### src/design/positional_record_list_defines.svh
// assertion macros used by the positional record list sequencer
`ifndef POSITIONAL_RECORD_LIST_DEFINES_SVH
`define POSITIONAL_RECORD_LIST_DEFINES_SVH
`ifndef SYNTHESIS
// antecedent and consequent in the same cycle
`define PRL_ASSERT_SAME(label, ante, cons, msg) \
	label: assert property (@(posedge clk) disable iff (!arst_n) (ante) |-> (cons)) else $error(msg);
// consequent in the cycle after the antecedent
`define PRL_ASSERT_NEXT(label, ante, cons, msg) \
	label: assert property (@(posedge clk) disable iff (!arst_n) (ante) |=> (cons)) else $error(msg);
`else
`define PRL_ASSERT_SAME(label, ante, cons, msg)
`define PRL_ASSERT_NEXT(label, ante, cons, msg)
`endif
`endif

### src/design/prl_pkg.sv
// types and constants of the positional record list
`default_nettype none
package prl_pkg;

	localparam int POS_W       = 9;
	localparam int TOUCH_W     = 9;
	localparam int OUT_COUNT_W = 10;

	localparam logic [2:0] CMD_APPEND = 3'd0;
	localparam logic [2:0] CMD_INSERT = 3'd1;
	localparam logic [2:0] CMD_REMOVE = 3'd2;
	localparam logic [2:0] CMD_UPDATE = 3'd3;
	localparam logic [2:0] CMD_CLEAR  = 3'd4;

	localparam logic [1:0] ST_OK     = 2'd0;
	localparam logic [1:0] ST_FULL   = 2'd1;
	localparam logic [1:0] ST_BADPOS = 2'd2;
	localparam logic [1:0] ST_NOKEY  = 2'd3;

	typedef struct packed {
		logic [2:0]  command;
		logic [8:0]  position;
		logic [7:0]  match_size;
		logic [7:0]  item_size;
		logic [23:0] item_price;
		logic [63:0] color_w0;
		logic [63:0] color_w1;
		logic [31:0] color_w2;
		logic [63:0] brand_w0;
		logic [63:0] brand_w1;
		logic [31:0] brand_w2;
	} req_t;

	typedef struct packed {
		logic [1:0] status;
		logic [8:0] touched_index;
		logic [9:0] entry_count;
	} res_t;

	typedef struct packed {
		logic [7:0]  size;
		logic [23:0] price;
		logic [63:0] color_w0;
		logic [63:0] color_w1;
		logic [31:0] color_w2;
		logic [63:0] brand_w0;
		logic [63:0] brand_w1;
		logic [31:0] brand_w2;
	} entry_t;

	typedef enum logic [1:0] {
		CO_HOLD,
		CO_INSERT,
		CO_REMOVE,
		CO_SCAN
	} cell_op_t;

	typedef struct packed {
		cell_op_t    op;
		logic [7:0]  key;
		entry_t      entry;
	} cell_ctl_t;

	typedef enum logic {
		S_IDLE,
		S_SCAN
	} ctrl_state_t;

endpackage
`default_nettype wire

### src/design/prl_cell.sv
// one storage cell of the record chain: holds one entry and a search token
`default_nettype none
module prl_cell
	import prl_pkg::*;
#(
	parameter int IDX_W = 9,
	parameter int CNT_W = 10,
	parameter int INDEX = 0
) (
	input  wire logic             clk,
	input  wire logic             arst_n,
	input  wire cell_ctl_t        ctl,
	input  wire logic [IDX_W-1:0] target,
	input  wire logic [CNT_W-1:0] count,
	input  wire entry_t           left_entry,
	input  wire entry_t           right_entry,
	input  wire logic             token_in,
	output entry_t                entry,
	output logic                  token_out,
	output logic                  hit
);

	localparam logic [IDX_W-1:0] MY_IDX = IDX_W'(INDEX);
	localparam logic [CNT_W-1:0] MY_CNT = CNT_W'(INDEX);

	entry_t entry_q;
	entry_t entry_nxt;
	logic   token_q;
	logic   live;

	assign live      = MY_CNT < count;
	assign hit       = token_q && live && (ctl.op == CO_SCAN) && (entry_q.size == ctl.key);
	assign token_out = token_q && !hit && (ctl.op == CO_SCAN);
	assign entry     = entry_q;

	always_comb begin
		entry_nxt = entry_q;
		unique case (ctl.op)
			CO_INSERT: begin
				priority if (MY_IDX == target) begin
					entry_nxt = ctl.entry;
				end else if (MY_IDX > target) begin
					entry_nxt = left_entry;
				end else begin
					entry_nxt = entry_q;
				end
			end
			CO_REMOVE: begin
				if (MY_IDX >= target) begin
					entry_nxt = right_entry;
				end
			end
			CO_SCAN: begin
				if (hit) begin
					entry_nxt = ctl.entry;
				end
			end
			default: begin
				entry_nxt = entry_q;
			end
		endcase
	end

	always_ff @(posedge clk) begin
		entry_q <= entry_nxt;
	end

	always_ff @(posedge clk or negedge arst_n) begin
		if (!arst_n) begin
			token_q <= 1'b0;
		end else begin
			token_q <= token_in;
		end
	end

endmodule
`default_nettype wire

### config.mk
export PLATFORM = sky130hd
export DESIGN_NAME = prl_cell
export DESIGN_NICKNAME = d
export VERILOG_FILES = /design/src/design/positional_record_list_defines.svh /design/src/design/prl_pkg.sv /design/src/design/prl_cell.sv
export SDC_FILE = /design/constraint.sdc
export NUM_CORES = 1
export LEC_CHECK = 0
export BUFFER_PORTS_ARGS = -buffer_cell sky130_fd_sc_hd__buf_2
export CORE_AREA = 2 2 557 559
export DETAILED_ROUTE_END_ITERATION = 10
export DIE_AREA = 0 0 559 561
export GPL_ROUTABILITY_DRIVEN = 0
export REMOVE_ABC_BUFFERS = 1
export SLEW_MARGIN = 10
export SYNTH_ARGS = -nofsm -noshare
export SYNTH_HDL_FRONTEND = slang
export SYNTH_SLANG_ARGS = --single-unit
### constraint.sdc
create_clock -name clk -period 8.9 [get_ports clk]
set_input_delay 1.78 -clock clk [delete_from_list [all_inputs] [get_ports clk]]
set_output_delay 1.78 -clock clk [all_outputs]
set_load 0.02 [all_outputs]
==> flow_summary.rst <==
.. list-table::
   :header-rows: 1

   * - Metric
     - Value
   * - Outcome
     - complete, no violations
   * - Antenna violations before repair
     - 520
   * - Class of the tightest hold or removal check
     - in -> async
   * - Setup slack on the worst flop-to-flop path
     - 5.10 ns
   * - Seq/Total Area, Yosys
     - 0.492
   * - Post-synthesis cell count
     - around 2000
   * - Clock Path Buffers
     - 3
   * - Final Hold Fails
     - 0
   * - Die Outline Area
     - 0.314 mm²
   * - DRT Pass-1 Iters
     - 8
   * - Final routed wirelength across all metal layers
     - 266000 µm
   * - Max Cap Violations
     - 0
   * - Total number of vias
     - around 27000
   * - Critical path class
     - in -> out
   * - Remaining routing DRC violations
     - 0
   * - Source-to-sink clock delay at the later pin of the worst-skew pair
     - 0.72 ns
   * - Met3 capacity usage during global routing
     - 0.159
   * - Worst setup timing slack at the placement stage
     - 2.98 ns
   * - Adder-Cell Fraction of Synth Area
     - 0
   * - Clock input transition at the sequential cells of the worst setup and hold paths
     - 0.06 ns
   * - Shortest period the worst path allows
     - 5.82 ns
   * - DRC marker count from the first detailed-route iteration
     - slightly above 3000
   * - Slew margin rel.
     - 0.249
   * - Hold Buf Count CTS
     - 0
   * - Setup violation total in the final timing report
     - 0
   * - PwrDens
     - ~140 mW/mm²
   * - Clock tree root driver cell
     - sky130_fd_sc_hd__clkbuf_16
   * - Area fraction in and, or, nand and nor cells after synthesis
     - 0.331
   * - Boundary Pins
     - around 1400
   * - Number of H-tree levels
     - 2
   * - GR Util All Layers
     - 0.162
   * - Clock net sink count
     - roughly 350
   * - Complex-gate fraction of the synthesized area
     - 0.123
   * - Mux share of post-synthesis cell area
     - 0
   * - Effective utilization at floorplan
     - 0.0700
   * - Final HPWL from detailed placement
     - 235000 µm
   * - Cell total after placement
     - 7381
   * - Layout-stage area growth over the synthesis result
     - 64.5%
   * - Share of cells above drive strength 1
     - 0.464
   * - Vertical die dimension
     - 561 µm
   * - Final setup margin
     - between 3 and 4 ns
   * - Synthesized cell area
     - 0.0215 mm²
   * - Fmax
     - 172 MHz
   * - Startpoint type of the worst setup path
     - input pin
   * - Pins over their slew limit
     - 0
   * - Overflow after GRT
     - 0
   * - Final Instance Count excl. Fillers
     - 7667
   * - Global-route wire length before repair
     - 318000 µm
   * - Arrival time of data at the critical path endpoint
     - roughly 4.0 ns
   * - Required time of the critical path
     - approximately 7 ns
   * - X dimension of the die
     - 559 µm
   * - Number of buffers created by CTS
     - 53
   * - Post-route setup TNS
     - 0 ns
   * - Detail-routed via count per cell
     - 3.57
   * - Maximum ir drop on the vdd rail
     - 137 µV
   * - Layer carrying the most global-route usage
     - met2
   * - P_leak
     - 0.0130 µW
   * - Total number of nets in the final design
     - ~4400
   * - Global routing usage on met1
     - 0.161
   * - Slew at the pin closest to its max-slew limit
     - around 1.1 ns
   * - Buffers inserted during post-CTS setup optimization
     - 0
   * - IO buf count
     - 1441
   * - Final setup skew
     - 0.0203 ns
   * - Register bit count reported by yosys
     - around 350
   * - Ratio of final minimum period to clock period
     - 0.654
   * - Crit end category
     - primary output
   * - Largest net degree at the start of global routing
     - between 100 and 150
   * - Number of routed nets with antenna violations
     - 0
   * - Dominant combinational cell family by area after synthesis
     - simple AND/OR/NAND/NOR gates
   * - Synthesized-area fraction occupied by xor and xnor cells
     - 0.00366
   * - Mean Syn Cell Area
     - ~11 µm²
   * - Synth Warn #
     - 0
   * - Resized cells post-CTS
     - 0
   * - Placeable core region
     - 0.308 mm²
   * - Number of distinct library cells after synthesis
     - 26
   * - Top fanout value on the critical path
     - 3
   * - Unrepaired setup endpoints after global routing
     - no
   * - Met2 Track Usage GR
     - 0.228
   * - Routed len/inst
     - 34.7 µm
   * - TritonCTS clock tree
     - yes
   * - Number of global-route vias before repair
     - 24200
   * - Total number of placement rows
     - 204
final cells by class:
type | count | area (µm²)
antenna | 192 | 480
clock buffer | 66 | 1400
clock inverter | 28 | 340
fill | 35600 | 272000
inverter | 2 | 7.51
multi-input combinational | 1433 | 9910
sequential | 353 | 10600
tap | 4120 | 5150
timing repair buffer | 1473 | 7550
path summary, 6_finish.rpt:
| kind | from | to | depth (start not counted) |
|---|---|---|---|
| min | arst_n | token_q | 1 |
| max reg2reg | entry[347] | entry[277] | 6 |
| min reg2reg | token_q | entry[187] | 4 |
| max | count[2] | token_out | 7 |
| min in group clk | token_in | token_q | 1 |
| max in group asynchronous | arst_n | token_q | 1 |
power breakdown:
group	switching, µW	total (µW)	internal [µW]
clock	978	2280	1300
combinational	342	680	338
sequential	1.12	1850	1850
stage by stage:
stage / instance area, µm² / util / total power, µW / hold slack (ns)
floorplan: 20500 / - / 2190 / 1.48
global placement: 33200 / 0.108 / 2550 / 1.56
detailed placement: 33200 / 0.108 / 2560 / 1.56
CTS: 35000 / 0.114 / 4890 / 0.743
global route: 35100 / 0.114 / 4980 / 0.795
finish: 35400 / 0.115 / 4810 / 0.830
metal layers:
metal	up-vias	wire length, µm
met4	356	13100
met3	969	57200
met1	12800	89000
li1	10900	-
met5	-	2400
met2	2423	105000
synth_stat cells:
cell / n / area [µm²]
sky130_fd_sc_hd__nor2_1: 2 / 7.51
sky130_fd_sc_hd__nand3b_1: 702 / 5270
sky130_fd_sc_hd__dfrtp_1: 1 / 25.0
sky130_fd_sc_hd__inv_1: 2 / 7.51
sky130_fd_sc_hd__xnor2_1: 8 / 70.1
sky130_fd_sc_hd__or4_1: 2 / 15.0
sky130_fd_sc_hd__and2_0: 1 / 6.26
sky130_fd_sc_hd__o21bai_1: 1 / 7.51
sky130_fd_sc_hd__buf_1: 4 / 15.0
sky130_fd_sc_hd__xor2_1: 1 / 8.76
sky130_fd_sc_hd__clkbuf_1: 154 / 578
sky130_fd_sc_hd__buf_2: 54 / 270
sky130_fd_sc_hd__nand2_1: 1 / 3.75
sky130_fd_sc_hd__buf_6: 11 / 124
sky130_fd_sc_hd__nor4_2: 1 / 12.5
sky130_fd_sc_hd__nor3_1: 2 / 10.0
sky130_fd_sc_hd__a22oi_1: 351 / 2640
sky130_fd_sc_hd__nor2b_1: 1 / 6.26
sky130_fd_sc_hd__and3_1: 1 / 6.26
sky130_fd_sc_hd__a221oi_1: 1 / 8.76
sky130_fd_sc_hd__nand3_1: 354 / 1770
sky130_fd_sc_hd__nor4_1: 2 / 12.5
sky130_fd_sc_hd__buf_4: 11 / 82.6
sky130_fd_sc_hd__edfxtp_1: 352 / 10600
sky130_fd_sc_hd__a21o_1: 1 / 7.51
sky130_fd_sc_hd__nand4_1: 1 / 6.26
critical path, stage by stage:
cell                     delay, ns
sky130_fd_sc_hd__buf_2        0.14
sky130_fd_sc_hd__or4_1        0.49
sky130_fd_sc_hd__nor4_2       0.68
sky130_fd_sc_hd__nor4_1       0.15
sky130_fd_sc_hd__buf_4        0.22
sky130_fd_sc_hd__nor2_1       0.32
sky130_fd_sc_hd__buf_2        0.25
cells by family (layout without fill, tap and decap cells):
group / after synthesis / count (layout)
simple gates: 1070 / 1070
compound gates: 354 / 354
flops: 353 / 353
buf+inv: 236 / 1569
xor+xnor: 9 / 9
other cells: 0 / 192
placed cells by master, fill, tap and decap left out:
master / count
sky130_fd_sc_hd__inv_6: 1
sky130_fd_sc_hd__xor2_1: 1
sky130_fd_sc_hd__clkbuf_8: 2
sky130_fd_sc_hd__buf_2: 1440
sky130_fd_sc_hd__xnor2_2: 1
sky130_fd_sc_hd__bufinv_16: 7
sky130_fd_sc_hd__nand3b_1: 702
sky130_fd_sc_hd__and3_4: 1
sky130_fd_sc_hd__nor3_1: 2
sky130_fd_sc_hd__nand3_1: 353
sky130_fd_sc_hd__diode_2: 192
sky130_fd_sc_hd__and2_4: 1
sky130_fd_sc_hd__clkinv_4: 4
sky130_fd_sc_hd__a221oi_1: 1
sky130_fd_sc_hd__or4_1: 2
sky130_fd_sc_hd__clkinv_2: 6
sky130_fd_sc_hd__buf_8: 1
sky130_fd_sc_hd__nor2b_4: 1
sky130_fd_sc_hd__clkinvlp_4: 3
sky130_fd_sc_hd__a22oi_1: 351
sky130_fd_sc_hd__clkinv_1: 6
sky130_fd_sc_hd__o21bai_1: 1
sky130_fd_sc_hd__inv_1: 2
sky130_fd_sc_hd__nor2_1: 2
sky130_fd_sc_hd__buf_4: 25
sky130_fd_sc_hd__xnor2_1: 7
sky130_fd_sc_hd__edfxtp_1: 352
sky130_fd_sc_hd__inv_8: 1
sky130_fd_sc_hd__clkbuf_16: 53
sky130_fd_sc_hd__buf_12: 7
sky130_fd_sc_hd__nor4_2: 2
sky130_fd_sc_hd__a21o_4: 1
sky130_fd_sc_hd__nand4_1: 1
sky130_fd_sc_hd__nand3_4: 1
sky130_fd_sc_hd__nor4_1: 1
sky130_fd_sc_hd__dfrtp_1: 1
sky130_fd_sc_hd__clkbuf_1: 11
sky130_fd_sc_hd__nand2_1: 1
registers in the layout (all words and copies together) (netlist names):
| signal | count |
|---|---|
| entry | 352 |
| token_q | 1 |
(Power assumes the default switching activity.)
