### src/design/positional_record_list_defines.svh
// assertion macros used by the positional record list sequencer
`ifndef POSITIONAL_RECORD_LIST_DEFINES_SVH
`define POSITIONAL_RECORD_LIST_DEFINES_SVH
`ifndef SYNTHESIS
// antecedent and consequent in the same cycle
`define PRL_ASSERT_SAME(label, ante, cons, msg) \
	label: assert property (@(posedge clk) disable iff (!arst_n) (ante) |-> (cons)) else $error(msg);
// consequent in the cycle after the antecedent
`define PRL_ASSERT_NEXT(label, ante, cons, msg) \
	label: assert property (@(posedge clk) disable iff (!arst_n) (ante) |=> (cons)) else $error(msg);
`else
`define PRL_ASSERT_SAME(label, ante, cons, msg)
`define PRL_ASSERT_NEXT(label, ante, cons, msg)
`endif
`endif

### src/design/prl_pkg.sv
// types and constants of the positional record list
`default_nettype none
package prl_pkg;

	localparam int POS_W       = 9;
	localparam int TOUCH_W     = 9;
	localparam int OUT_COUNT_W = 10;

	localparam logic [2:0] CMD_APPEND = 3'd0;
	localparam logic [2:0] CMD_INSERT = 3'd1;
	localparam logic [2:0] CMD_REMOVE = 3'd2;
	localparam logic [2:0] CMD_UPDATE = 3'd3;
	localparam logic [2:0] CMD_CLEAR  = 3'd4;

	localparam logic [1:0] ST_OK     = 2'd0;
	localparam logic [1:0] ST_FULL   = 2'd1;
	localparam logic [1:0] ST_BADPOS = 2'd2;
	localparam logic [1:0] ST_NOKEY  = 2'd3;

	typedef struct packed {
		logic [2:0]  command;
		logic [8:0]  position;
		logic [7:0]  match_size;
		logic [7:0]  item_size;
		logic [23:0] item_price;
		logic [63:0] color_w0;
		logic [63:0] color_w1;
		logic [31:0] color_w2;
		logic [63:0] brand_w0;
		logic [63:0] brand_w1;
		logic [31:0] brand_w2;
	} req_t;

	typedef struct packed {
		logic [1:0] status;
		logic [8:0] touched_index;
		logic [9:0] entry_count;
	} res_t;

	typedef struct packed {
		logic [7:0]  size;
		logic [23:0] price;
		logic [63:0] color_w0;
		logic [63:0] color_w1;
		logic [31:0] color_w2;
		logic [63:0] brand_w0;
		logic [63:0] brand_w1;
		logic [31:0] brand_w2;
	} entry_t;

	typedef enum logic [1:0] {
		CO_HOLD,
		CO_INSERT,
		CO_REMOVE,
		CO_SCAN
	} cell_op_t;

	typedef struct packed {
		cell_op_t    op;
		logic [7:0]  key;
		entry_t      entry;
	} cell_ctl_t;

	typedef enum logic {
		S_IDLE,
		S_SCAN
	} ctrl_state_t;

endpackage
`default_nettype wire

### src/design/prl_ctrl.sv
// command sequencer: count, status, search bookkeeping and result register
`default_nettype none
`include "positional_record_list_defines.svh"
module prl_ctrl
	import prl_pkg::*;
#(
	parameter int CAPACITY = 512,
	parameter int IDX_W    = 9,
	parameter int CNT_W    = 10
) (
	input  wire logic             clk,
	input  wire logic             arst_n,
	input  wire logic             start,
	input  wire req_t             request,
	output logic                  busy,
	output logic                  done,
	output res_t                  result,
	output cell_ctl_t             ctl,
	output logic [IDX_W-1:0]      target,
	output logic [CNT_W-1:0]      count,
	output logic                  inject,
	input  wire logic             hit_any
);

	localparam int CMP_W = (CNT_W > POS_W) ? CNT_W : POS_W;
	localparam logic [CNT_W-1:0] CAP_C = CNT_W'(CAPACITY);

	ctrl_state_t      state_q;
	ctrl_state_t      state_nxt;
	logic [CNT_W-1:0] count_q;
	logic [CNT_W-1:0] count_nxt;
	logic [CNT_W-1:0] scan_idx_q;
	logic             hit_seen_q;
	logic [IDX_W-1:0] hit_idx_q;
	logic [7:0]       key_q;
	entry_t           req_entry_q;
	entry_t           in_entry;
	logic             done_q;
	res_t             result_q;
	res_t             res_nxt;
	logic             res_load;
	logic             accept;
	logic             full;
	logic             scan_end;
	logic [CMP_W-1:0] pos_cmp;
	logic [CMP_W-1:0] cnt_cmp;

	function automatic logic [TOUCH_W-1:0] to_touched(input logic [IDX_W-1:0] idx);
		logic [IDX_W+TOUCH_W-1:0] w;
		w = {{TOUCH_W{1'b0}}, idx};
		return w[TOUCH_W-1:0];
	endfunction

	function automatic logic [OUT_COUNT_W-1:0] to_count(input logic [CNT_W-1:0] c);
		logic [CNT_W+OUT_COUNT_W-1:0] w;
		w = {{OUT_COUNT_W{1'b0}}, c};
		return w[OUT_COUNT_W-1:0];
	endfunction

	assign busy     = (state_q == S_SCAN);
	assign accept   = start && !busy;
	assign full     = (count_q >= CAP_C);
	assign pos_cmp  = CMP_W'(request.position);
	assign cnt_cmp  = CMP_W'(count_q);
	assign scan_end = hit_seen_q || (scan_idx_q == count_q);
	assign count    = count_q;
	assign done     = done_q;
	assign result   = result_q;

	always_comb begin
		in_entry.size     = request.item_size;
		in_entry.price    = request.item_price;
		in_entry.color_w0 = request.color_w0;
		in_entry.color_w1 = request.color_w1;
		in_entry.color_w2 = request.color_w2;
		in_entry.brand_w0 = request.brand_w0;
		in_entry.brand_w1 = request.brand_w1;
		in_entry.brand_w2 = request.brand_w2;
	end

	// next state
	always_comb begin
		state_nxt = state_q;
		unique case (state_q)
			S_IDLE: begin
				if (accept && request.command == CMD_UPDATE) begin
					state_nxt = S_SCAN;
				end
			end
			S_SCAN: begin
				if (scan_end) begin
					state_nxt = S_IDLE;
				end
			end
			default: begin
				state_nxt = S_IDLE;
			end
		endcase
	end

	// outputs toward the chain and the result register
	always_comb begin
		ctl.op    = CO_HOLD;
		ctl.key   = key_q;
		ctl.entry = in_entry;
		target    = '0;
		inject    = 1'b0;
		count_nxt = count_q;
		res_load  = 1'b0;
		res_nxt.status        = ST_OK;
		res_nxt.touched_index = '0;
		unique case (state_q)
			S_IDLE: begin
				if (accept) begin
					res_load = 1'b1;
					unique case (request.command)
						CMD_APPEND: begin
							if (full) begin
								res_nxt.status = ST_FULL;
							end else begin
								ctl.op    = CO_INSERT;
								target    = count_q[IDX_W-1:0];
								res_nxt.touched_index = to_touched(count_q[IDX_W-1:0]);
								count_nxt = count_q + 1'b1;
							end
						end
						CMD_INSERT: begin
							priority if (full) begin
								res_nxt.status = ST_FULL;
							end else if (pos_cmp > cnt_cmp) begin
								res_nxt.status = ST_BADPOS;
							end else begin
								ctl.op    = CO_INSERT;
								target    = IDX_W'(request.position);
								res_nxt.touched_index = request.position;
								count_nxt = count_q + 1'b1;
							end
						end
						CMD_REMOVE: begin
							if (pos_cmp >= cnt_cmp) begin
								res_nxt.status = ST_BADPOS;
							end else begin
								ctl.op    = CO_REMOVE;
								target    = IDX_W'(request.position);
								res_nxt.touched_index = request.position;
								count_nxt = count_q - 1'b1;
							end
						end
						CMD_UPDATE: begin
							res_load = 1'b0;
							inject   = 1'b1;
						end
						CMD_CLEAR: begin
							count_nxt = '0;
						end
						default: begin
							res_nxt.status = ST_OK;
						end
					endcase
				end
			end
			S_SCAN: begin
				ctl.op    = CO_SCAN;
				ctl.entry = req_entry_q;
				priority if (hit_seen_q) begin
					res_load = 1'b1;
					res_nxt.touched_index = to_touched(hit_idx_q);
				end else if (scan_idx_q == count_q) begin
					res_load = 1'b1;
					res_nxt.status = ST_NOKEY;
				end else begin
					res_load = 1'b0;
				end
			end
			default: begin
				ctl.op = CO_HOLD;
			end
		endcase
		res_nxt.entry_count = to_count(count_nxt);
	end

	always_ff @(posedge clk or negedge arst_n) begin
		if (!arst_n) begin
			state_q    <= S_IDLE;
			count_q    <= '0;
			scan_idx_q <= '0;
			hit_seen_q <= 1'b0;
			done_q     <= 1'b0;
		end else begin
			state_q    <= state_nxt;
			count_q    <= count_nxt;
			hit_seen_q <= hit_any;
			done_q     <= res_load;
			if (accept) begin
				scan_idx_q <= '0;
			end else if (state_q == S_SCAN && !scan_end) begin
				scan_idx_q <= scan_idx_q + 1'b1;
			end
		end
	end

	always_ff @(posedge clk) begin
		hit_idx_q <= scan_idx_q[IDX_W-1:0];
		if (accept) begin
			key_q       <= request.match_size;
			req_entry_q <= in_entry;
		end
		if (res_load) begin
			result_q <= res_nxt;
		end
	end

	`PRL_ASSERT_SAME(a_count_bound, 1'b1, count_q <= CAP_C, "entry count above capacity")
	`PRL_ASSERT_SAME(a_hit_in_scan, hit_any, state_q == S_SCAN, "cell hit outside a search")
	`PRL_ASSERT_SAME(a_scan_range, state_q == S_SCAN, scan_idx_q <= count_q, "search ran past the list")
	`PRL_ASSERT_NEXT(a_quick_done, accept && request.command != CMD_UPDATE, done_q, "one-cycle command gave no result")

endmodule
`default_nettype wire
### config.mk
export PLATFORM = sky130hd
export DESIGN_NAME = prl_ctrl
export DESIGN_NICKNAME = d
export VERILOG_FILES = /design/src/design/prl_pkg.sv /design/src/design/prl_ctrl.sv
export VERILOG_INCLUDE_DIRS = /design/src /design/src/design
export SDC_FILE = /design/constraint.sdc
export NUM_CORES = 1
export LEC_CHECK = 0
export ABC_AREA = 0
export BUFFER_PORTS_ARGS = -buffer_cell sky130_fd_sc_hd__buf_2
export CAP_MARGIN = 10
export CORE_AREA = 2 2 307 309
export DETAILED_ROUTE_END_ITERATION = 16
export DIE_AREA = 0 0 309 311
export PLACE_DENSITY = 0.44
export SETUP_SLACK_MARGIN = 0.5
export SLEW_MARGIN = 20
export SYNTH_ARGS = -nofsm -noshare
export SYNTH_HDL_FRONTEND = slang
export SYNTH_SLANG_ARGS = --single-unit
### constraint.sdc
create_clock -name clk -period 24.6 [get_ports clk]
set_input_delay 2.46 -clock clk [delete_from_list [all_inputs] [get_ports clk]]
set_output_delay 2.46 -clock clk [all_outputs]
set_load 0.01 [all_outputs]
==> results_dict.tcl <==
set metrics [dict create \
    async_reset_ff_share_pct 5.57 \
    slew_violations 0 \
    fin_nets 2276 \
    drt-total-wl_um 60900 \
    fillCellCount 9734 \
    synth_edf_count 381 \
    synth_seq_cells 413 \
    hold_start "scan_idx_q[8]" \
    status "finished, final reports clean" \
    grt_max_degree 101 \
    ant_nets 0 \
    min_path_type "flop to flop" \
    reg2regPathDepth 4 \
    drive_above_1_share_pct 64.0 \
    whs_ns 0.497 \
    cp.required_ns 22.14 \
    synth_flop_cell "edfxtp_1" \
    clockRootBuffer "clkbuf_16" \
    rsz0062_at_grt "false" \
    synth_cells 1103 \
    ios 781 \
    cts_buffers 51 \
    end_kind "primary output" \
    hold_depth 0 \
    ys_types 62 \
    critPathKind "input pin to primary output" \
    setup_violations 0 \
    max_slew_margin_pct 28.5 \
    grt_usage_pct 12.0 \
    yosysSeqAreaShare_pct 67.2 \
    cp_common_cell "buf_2" \
    floorplan.initialDensity_pct 19.6 \
    pwr_density_cell_nw_per_um2 82.0 \
    hold_viol 0 \
    drc 0 \
    cts_tree "yes" \
    drv_cap 0 \
    max_freq_mhz 141 \
    post_cts_resized 0 \
    worstPathCellList "buf_2 > ha_1 > nand4_1 > o21bai_1 > a31oi_2 > o21a_4 > nor3_4 > a22oi_1 > nor2_1 > buf_2" \
    fp-row-count 112 \
    grt-ovfl-total 0 \
    syn_area_um2 18200 \
    dr.pass1.iters 5 \
    peakVddDrop_mv 0.0532 \
    htreeDepth 2 \
    cpPeakStageDelay_ns 0.43 \
    post_cts.repair.setup_buffers 0 \
    p_leak_nw 9.93 \
    core_um2 92800 \
    fin_crit_sh_pct 28.7 \
    drtIter0Drc 695 \
    routedWlPerCell_um 19.1 \
    dp_hpwl_um 45300 \
    cts_hold_buf 0 \
    critPathSlowestCell "nor3_4" \
    tightest_slew_ns 1.07 \
    rrSetupSlack_ns 20.21 \
    io_buffers 780 \
    areaGrowthSynthToFinish_pct 38.2 \
    synth_nets 1492 \
    antenna_found_initial 11 \
    final_cell_mix "780 x buf_2, 381 x edfxtp_1, 352 x mux2_2, 52 x clkbuf_16, 44 x nand2_1" \
    layout_commonest_cell "buf_2" \
    grt_pass1_vias 13400 \
    worstPathArrival_ns 4.61 \
    worst_setup_path_start_kind "input pin" \
    finClkSkew_ns 0.0169 \
    clkLatencyLatePin_ns 0.62 \
    cts.path.max_buffers 3 \
    gp_congestion 0.844 \
    grt_pass1_wl_um 88100 \
    viasPerCell 4.07 \
    fin_crit_ns 7.07 \
    critPathMaxFanout 10 \
    die_x_um 309 \
    cts.reportedPaths.clkPinSlew_ns 0.06 \
    die_area_um2 96100 \
    fin_tns_setup_ns 0 \
    min_to "hit_idx_q[8]" \
    cts_sinks 413 \
    ys_warn_count 0 \
    vias 13000 \
    avgSynthCellArea_um2 16.5 \
    r2r_end "req_entry_q[292]" \
    timing.rr.start "busy" \
    die_h_um 311 \
]
## per-stage QoR
stage               cell area (um2)  worst slack (ns)  power, mW  utilization [%]  std cells
global route                  25100             17.27       2.15             27.0       3185
finish                        25100             17.53       2.06             27.0       3185
floorplan                     18200             12.58       1.16                -       1103
CTS                           25100             17.47       2.10             27.0       3181
detailed placement            23500             17.53       1.34             25.3       3088
global placement              23500             17.63       1.34             25.3       3088
## worst max-delay path by stage
stage                  from        end  slack, ns  cells past startpoint
6_report       request[365]  target[6]      17.53                     10
5_1_grt                busy   ctl[114]      17.27                      5
4_1_cts                busy   ctl[114]      17.47                      5
3_5_place_dp   request[365]  target[6]      17.53                     10
3_3_place_gp   request[365]  target[4]      17.63                     10
2_1_floorplan         start  result[9]      12.58                      5
## cells by family (layout without fill, tap and decap cells)
family,count (synthesis),after routing,synth area share (%)
fa+ha+maj,13,13,0.896
compound gates,88,88,3.41
other cells,0,4,0
mux,355,355,22.0
buf+inv,76,900,1.72
xor+xnor,12,12,0.579
simple gates,146,146,4.22
flops,413,413,67.2
## sequential cells by signal, indices dropped and copies added, names as in the netlist
signal,flops
busy,1
count,10
done,1
hit_idx_q,9
hit_seen_q,1
key_q,8
req_entry_q,352
result,21
scan_idx_q,10
## cells in the mapped netlist (all sizes together) (5+ instances only)
master / number / area, um2
o21ai: 19 / 98.8
clkbuf: 52 / 198
dfrtp: 23 / 576
nand2: 44 / 165
and3: 5 / 31.3
nand4: 11 / 68.8
edfxtp: 381 / 11400
ha: 13 / 163
a22oi: 9 / 67.6
inv: 14 / 52.6
dfxtp: 9 / 180
a32oi: 10 / 87.6
xnor2: 9 / 78.8
a31oi: 5 / 37.5
a21oi: 14 / 73.8
nor4: 6 / 58.8
mux2: 352 / 3960
nor3: 15 / 91.3
nand3: 14 / 70.1
o31ai: 7 / 52.6
buf: 10 / 61.3
nor2: 30 / 113
## power breakdown
part / total (mW) / internal (mW) / leakage [nW] / switching, mW
clock: 0.732 / 0.417 / 0.788 / 0.315
sequential: 0.884 / 0.851 / 4.10 / 0.0333
combinational: 0.441 / 0.184 / 5.05 / 0.256
## area by class of cell
| type | instances | area, um2 | area share, % |
|---|---|---|---|
| multi-input combinational | 614 | 5650 | 22.5 |
| antenna | 4 | 10.0 | 0.0399 |
| timing repair buffer | 793 | 4000 | 16.0 |
| tap | 1254 | 1570 | 6.25 |
| sequential | 413 | 12200 | 48.6 |
| inverter | 14 | 60.1 | 0.239 |
| clock buffer | 67 | 1380 | 5.49 |
| clock inverter | 26 | 220 | 0.878 |
## critical path, delay by kind of cell
family / cells / cell delay [ns]
compound gates: 4 / 0.74
fa+ha+maj: 1 / 0.33
buf+inv: 2 / 0.30
simple gates: 3 / 0.78
## metal layers
layer | wire (um) | GRT usage [%]
met3 | 4420 | 3.34
met2 | 32500 | 22.2
met1 | 22400 | 12.9
met4 | 1540 | 4.44
met5 | 28 | 0
Note: power is estimated with default switching activity, not from simulation.
